===== config.mk =====
export PLATFORM = sky130hd
export DESIGN_NAME = prt_ram
export DESIGN_NICKNAME = d
export VERILOG_FILES = /design/src/assert_macros.svh /design/src/prt_ram.sv
export SDC_FILE = /design/constraint.sdc
export NUM_CORES = 1
export LEC_CHECK = 0
export BUFFER_PORTS_ARGS = -buffer_cell sky130_fd_sc_hd__buf_2
export CAP_MARGIN = 20
export CORE_UTILIZATION = 62
export CTS_CLUSTER_SIZE = 10
export DETAILED_ROUTE_END_ITERATION = 7
export PLACE_DENSITY_LB_ADDON = 0.2
export SYNTH_ARGS = -nofsm -noshare
export SYNTH_HDL_FRONTEND = slang
export SYNTH_SLANG_ARGS = --single-unit
export TNS_END_PERCENT = 30

===== constraint.sdc =====
create_clock -name clk -period 2.4 [get_ports clk]
set_clock_uncertainty 0.1 [all_clocks]
set_input_delay 0.12 -clock clk [delete_from_list [all_inputs] [get_ports clk]]
set_output_delay 0.12 -clock clk [all_outputs]
set_load 0.05 [all_outputs]

===== src/assert_macros.svh =====
// assertion macros used by the top-level rtl file
`ifndef ASSERT_MACROS_SVH
`define ASSERT_MACROS_SVH

// same-cycle implication, checked on every rising edge out of reset
`define ASSERT_IMPL(lbl, ante, cons) \
  lbl: assert property (@(posedge clk) disable iff (!rst_n) (ante) |-> (cons)) \
    else $error("assertion failed: same-cycle implication");

// next-cycle implication
`define ASSERT_NEXT(lbl, ante, cons) \
  lbl: assert property (@(posedge clk) disable iff (!rst_n) (ante) |=> (cons)) \
    else $error("assertion failed: next-cycle implication");

`endif


===== src/prt_ram.sv =====
// generic single-write, single-read ram with registered read data
`timescale 1ns / 1ps

module prt_ram #(
  parameter int WIDTH = 8,
  parameter int DEPTH = 64
) (
  input  logic                     clk,
  input  logic                     we,
  input  logic [$clog2(DEPTH)-1:0] waddr,
  input  logic [WIDTH-1:0]         wdata,
  input  logic [$clog2(DEPTH)-1:0] raddr,
  output logic [WIDTH-1:0]         rdata
);

  logic [WIDTH-1:0] mem [DEPTH];
  logic [WIDTH-1:0] rdata_r;

  always_ff @(posedge clk) begin
    if (we) begin
      mem[waddr] <= wdata;
    end
    rdata_r <= mem[raddr];
  end

  assign rdata = rdata_r;

endmodule


# After elaboration in Yosys (flattened, before gate mapping)
# Memories as Yosys holds them, arrays and structs flattened. A register that Yosys moved wholly into a read port is not among the register bits.
# Cells that the tools add are included.
# word_totals
regBits	0
ram_bits	512
inputBits	22
out_inout_bits	8
word_cells	3
mem_count	1
# op_classes
n_mux	2
# mem_list
memory	words	width	read_ports	rd_ports_with_merged_regs	write_ports	line	rtl
mem	64	8	1	1	1	prt_ram.sv:16	logic [WIDTH-1:0] mem [DEPTH];
# ops
operator	count
two-way mux 1 bit	2

# Logic depth before layout (Yosys ltp)
# Gate-level depths: netlist (run 1).
# logic_depth
word_depth	2
depth_mapped	9
depth_no_buf	5

# Least setup slack after synthesis (run 1)
# OpenSTA, ideal clock, no wires.
# synth_path
path_type	input to register
from	input port raddr[1]
to	register rdata_r[3] (netlist: rdata[3]), read port of mem
setup_ns	0.128
arrival_ns	1.660
required_ns	2.172
setup_slack_ns	0.512
path_stages	7
path_buffers	3
cell_sequence	buf_4 -> buf_2 -> buf_2 -> mux4_2 -> mux4_2 -> o21ai_1 -> o41ai_1
# synth_rtl
element	line	rtl
start: declaration	prt_ram.sv:12	input logic [$clog2(DEPTH)-1:0] raddr,
end: declaration	prt_ram.sv:17	logic [WIDTH-1:0] rdata_r;

==> results of run 1 <==
## cell families (layout without fill, tap and decap cells)
logic type / after synthesis / count (layout) / share of synthesized area, %
flip-flops: 520 / 520 / 77.0
AO/OA/AOI/OAI: 54 / 54 / 2.07
AND/OR/NAND/NOR: 153 / 153 / 3.39
multiplexers: 162 / 162 / 15.9
buffers and inverters: 51 / 242 / 1.57
## sequential cells by signal (all words and copies together), names as in the netlist
name and flops:
mem 512, rdata 8
## report_power, final
group	internal (mW)	switching [mW]
Combinational	0.410	0.646
Sequential	10.1	0.0324
Clock	4.41	3.18
Total	14.9	3.86
## per-layer routing
layer	vias to the layer above	global-route usage, %	wire, um
met4	0	8.30	1170
met1	5223	42.1	17500
met5	-	0	0
met3	74	4.75	4620
met2	593	42.7	21100
li1	4244	-	-
## worst register-to-register path: stages (launching register included)
cell      delay (ns)
edfxtp_1        0.36
mux4_2          0.48
mux2_2          0.30
o221a_2         0.28
nor3_1          0.45
o32ai_1         0.16
## final cells by class
class                      count  area [um^2]
multi-input combinational    369         4320
timing repair buffer         160         1270
fill                        1767         8560
clock inverter                 1         8.76
sequential                   520        15500
clock buffer                  81         1560
tap                          435          544
## through the flow
step | TNS (ns) | cells
6_report | 0 | 1566
5_1_grt | 0 | 1566
4_1_cts | 0 | 1565
3_5_place_dp | 0 | 1480
3_3_place_gp | -0.000184 | 1480
2_1_floorplan | 0 | 940
## worst max-delay path by stage
stage	start	end	slack, ns	depth (start not counted)
6_report	mem[29][4]	rdata[4]	0.16	5
4_1_cts	mem[29][4]	rdata[4]	0.19	5
5_1_grt	mem[20][4]	rdata[4]	0.14	5
3_3_place_gp	raddr[0]	rdata[4]	-0.0002	6
3_5_place_dp	raddr[0]	rdata[4]	0.004	6
2_1_floorplan	raddr[1]	rdata[3]	0.51	7
## synthesized netlist by cell type, types with 11 or more instances
library cell,instances
nor2_1,83
buf_2,11
nand2_1,19
mux2_2,13
nor2b_1,14
clkbuf_1,17
mux2i_1,23
mux4_2,126
nand3_1,13
edfxtp_1,512
buf_4,13
## layout by cell type (no fill, tap or decap), types with 2 or more instances in the layout
cell type,count
nor3_1,7
o2111ai_1,3
nand2b_1,7
clkbuf_1,22
edfxtp_1,512
nand3b_1,3
clkbuf_16,59
nor4_1,2
o221ai_1,8
o41ai_1,2
nand2_1,19
o221a_2,2
mux4_2,126
mux2_2,13
buf_12,10
a2111oi_0,2
nor2_1,83
nand3_1,13
dfxtp_1,8
nor2b_1,14
a21oi_1,3
o21ai_1,2
o21a_1,2
a22oi_1,3
o2bb2ai_1,3
mux2i_1,23
o32ai_1,2
a211oi_1,4
o21ai_0,2
a221oi_1,6
buf_2,26
dlygate4sd3_1,3
o22ai_1,8
nand4_1,2
buf_4,120
==> impl_metrics.tcl, run 1 <==
set metrics [dict create \
    status "finished, final reports clean" \
    reg2reg_setup_slack_ns 0.16 \
    maxCapViolations 0 \
    min_from "wdata[4]" \
    cts_setup_buffers 0 \
    fin_area_um2 23200 \
    wl_per_cell_um 28.3 \
    rows 65 \
    critical_path_buf_inv_count 0 \
    power_density_nw_per_um2 806 \
    holdBufCountCts 3 \
    clk_latency_ns 0.58 \
    crit_type "flip-flop to flip-flop" \
    chipHeight_um 182 \
    finalPower_mw 18.7 \
    grt_pass1_wl_mm 65.8 \
    synth-edff-count 512 \
    reg2reg_to "rdata[4]" \
    first_iter_violations 1415 \
    drive_above_1_share_pct 31.7 \
    synth-seq-cells 520 \
    drc 0 \
    clkSinkCount 520 \
    yosys-top-cells-area "edfxtp_1 76%, mux4_2 14%, nor2_1 1.5%, mux2i_1 1.1%, dfxtp_1 0.79%" \
    syn_avg_cell_area_um2 21.5 \
    setup_viol 0 \
    ant_nets 0 \
    worstSetupEndpointType "flip-flop" \
    synth_top_area_share_pct 76.2 \
    vdd_drop_max_mv 0.889 \
    ys_types 40 \
    synth_flop_cell "edfxtp_1" \
    ios 30 \
    dp_hpwl_mm 27.2 \
    post-route-period-util_pct 93.4 \
    slew_viol_final 0 \
    cts_buffers 57 \
    syn_nets 962 \
    antenna_found_initial 0 \
    setup_slack_ns 0.158 \
    path_cells "mux4_2 > mux2_2 > o221a_2 > nor3_1 > o32ai_1" \
    cts_root_buf "clkbuf_16" \
    die_w_um 182 \
    hold_end "mem[5][4]" \
    yosys.area.top_type "edfxtp_1" \
    cp.arrival_ns 2.59 \
    drt-pass1-iter-count 5 \
    routed_wl_mm 44.4 \
    worst_pin_slew_ns 0.738 \
    via_per_inst 6.47 \
    grt-ovfl-total 0 \
    track_usage_pct 27.8 \
    max_slew_margin_pct 50.8 \
    hold_class "primary input to flip-flop" \
    reg2reg_depth 5 \
    cp_max_fo 1 \
    ys_seq_area_share_pct 77.0 \
    critPathLaunchType "flip-flop" \
    syn_inst 940 \
    grt_pass1_vias 10200 \
    r2r_start "mem[29][4]" \
    clkSlewWorstSetupHoldPaths_ns 0.06 \
    hold_ws_ns 0.0107 \
    max_freq_ghz 0.446 \
    whs_path_depth 1 \
    htree_levels 2 \
    ys_warn_count 0 \
    fin_nets 1130 \
    finalHoldViolations 0 \
    syn_to_final_growth_pct 15.2 \
    cts_resized 0 \
    rsz0062_at_grt "no" \
    gp_congestion 0.863 \
    start_util_pct 63.4 \
    p_leak_nw 7.55 \
    cp_top_family "multiplexers" \
    post-place-ws_ns 0.00373 \
    fp.coreArea_um2 31800 \
    fp.dieArea_um2 33300 \
    cts_tree "yes" \
    max_stage_delay_ns 0.48 \
    post-route-min-period_ns 2.24 \
    vias 10100 \
    placed_cell_area_um2 21600 \
    fin_util_pct 73.1 \
    cp.required_ns 2.75 \
    synthArstFlopShare_pct 0 \
    synth_area_um2 20200 \
    portBuffers 29 \
    crit_slowest_cell "mux4_2" \
    clock_tree.buffer_depth 3 \
    grt_max_degree 65 \
    diodes 0 \
]
No activity file was read; power rests on OpenSTA's default activity.
==> inputs of run 2 (changes only) <==
Settings changed: BUFFER_PORTS_ARGS -buffer_cell sky130_fd_sc_hd__buf_2 to unset, CORE_UTILIZATION 62 to 63, DONT_BUFFER_PORTS set to 1, HOLD_SLACK_MARGIN set to 0.03, SLEW_MARGIN set to 20.
==> impl_metrics.tcl, run 2 (synthesis gave the netlist of run 1 again) <==
set metrics [dict create \
    power_density_nw_per_um2 804 \
    drc 0 \
    fillers 1745 \
    placedCellCount 1370 \
    reg2reg_to "rdata[4]" \
    final_cells 1490 \
    clkSlewWorstSetupHoldPaths_ns 0.05 \
    worstSetupEndpointType "flip-flop" \
    rsz0062_at_grt "no" \
    via_per_inst 6.81 \
    maxCapViolations 0 \
    routed_wl_mm 44.7 \
    cp_top_family "multiplexers" \
    ant_nets 0 \
    p_leak_nw 7.36 \
    clock_tree.buffer_depth 3 \
    fp.dieArea_um2 32700 \
    drive_above_1_share_pct 26.9 \
    vdd_drop_max_mv 0.588 \
    path_cells "mux4_2 > mux2_2 > o221a_2 > nor3_1 > o32ai_1" \
    wl_per_cell_um 30.0 \
    min_from "raddr[2]" \
    status "finished, final reports clean" \
    clk_latency_ns 0.58 \
    start_util_pct 63.9 \
    gp_congestion 0.858 \
    largest_reg_flops 512 \
    track_usage_pct 28.4 \
    reg2reg_setup_slack_ns 0.07 \
    hold_class "primary input to flip-flop" \
    mostFrequentLayoutCell "edfxtp_1" \
    startpoint "mem[21][4]" \
    setup_viol 0 \
    cp_max_fo 1 \
    slew_viol_final 0 \
    chipHeight_um 181 \
    syn_to_final_growth_pct 14.3 \
    dp_hpwl_mm 24.6 \
    cp.arrival_ns 2.66 \
    tns_ns 0 \
    reg2reg_depth 5 \
    cts_buffers 58 \
    first_iter_violations 1273 \
    vias 10100 \
    antenna_found_initial 1 \
    rows 65 \
    grt_pass1_vias 10500 \
    fp.coreArea_um2 31600 \
    critPathLaunchType "flip-flop" \
    post-route-period-util_pct 97.0 \
    die_w_um 181 \
    post-route-min-period_ns 2.33 \
    post-place-ws_ns 0.125 \
    max_slew_margin_pct 43.6 \
    hold_ws_ns 0.0173 \
    cts_root_buf "clkbuf_16" \
    critical_path_buf_inv_count 0 \
    grt_pass1_wl_mm 66.9 \
    ios 30 \
    top_register "mem" \
    grt-ovfl-total 0 \
    htree_levels 2 \
    max_stage_delay_ns 0.52 \
    multi_input_area_um2 4320 \
    whs_path_depth 4 \
    setup_slack_ns 0.0731 \
    cts_tree "yes" \
    cp.required_ns 2.73 \
    clkSinkCount 520 \
    finalHoldViolations 0 \
    finalPower_mw 18.5 \
    drt-pass1-iter-count 5 \
    crit_slowest_cell "nor3_1" \
    crit_type "flip-flop to flip-flop" \
    grt_max_degree 133 \
    fin_nets 1086 \
    seqCellArea_um2 15500 \
    r2r_start "mem[21][4]" \
    max_freq_ghz 0.430 \
    hold_end "rdata[7]" \
    worst_pin_slew_ns 0.835 \
    portBuffers 0 \
    layout_common_cells "512 x edfxtp_1, 126 x mux4_2, 83 x nor2_1" \
]
==> run 2: cell count changes in the layout (fill, tap and decap cells not counted), sizes merged <==
cell | before | now
clkinv | 0 | 1
clkinvlp | 0 | 1
clkbuf | 82 | 80
diode | 0 | 1
dlygate4sd3 | 3 | 25
buf | 156 | 90
==> run 2: worst max-delay path by stage <==
stage | end | slack (ns) | cells past startpoint
finish | rdata[4] | 0.07 | 5
global route | rdata[6] | 0.008 | 5
CTS | rdata[7] | 0.05 | 5
detailed placement | rdata[4] | 0.12 | 5
global placement | rdata[4] | 0.12 | 5
floorplan | rdata[3] | 0.51 | 7
==> run 2: per-layer routing <==
layer	track usage, %	vias up	wire length [um]
met5	0	-	0
met4	10.6	0	1540
met3	5.52	114	4100
met2	43.3	572	21100
met1	41.8	5302	17900
li1	-	4159	-
==> run 2: area by class of cell <==
type                    instances  area share (%)
flip-flops and latches        520            67.4
multi-input cells             369            18.7
clock buffers                  80            6.75
repair buffers                115            4.87
well taps                     402            2.18
clock inverters                 3          0.0868
diodes                          1          0.0109
==> run 2: timing repair <==
| action | CTS | global route |
|---|---|---|
| gates resized for setup | 0 | 1 |
| hold buffers | 37 | 0 |
| endpoints found under the setup margin | 0 | 1 |
| hold endpoints to repair | 596 | 0 |
| buffers inserted | 0 | 0 |
==> run 2: tightest hold or removal path, delay by kind of cell <==
family          cells  cell delay [ns]
compound gates      1             0.05
buf+inv             1             0.16
mux                 1             0.25
simple gates        1             0.05
==> run 2: where the power goes <==
| group | leakage, nW | internal, mW | switching (mW) | total [mW] |
|---|---|---|---|---|
| sequential | 4.67 | 10.1 | 0.0960 | 10.2 |
| clock | 0.758 | 4.41 | 3.16 | 7.58 |
| combinational | 1.93 | 0.384 | 0.430 | 0.814 |
==> run 2: through the flow <==
stage	util, %	cell area (um^2)
5_1_grt	73.1	23100
6_report	73.1	23100
4_1_cts	73.1	23100
2_1_floorplan	-	20200
3_3_place_gp	66.4	20900
3_5_place_dp	66.4	20900
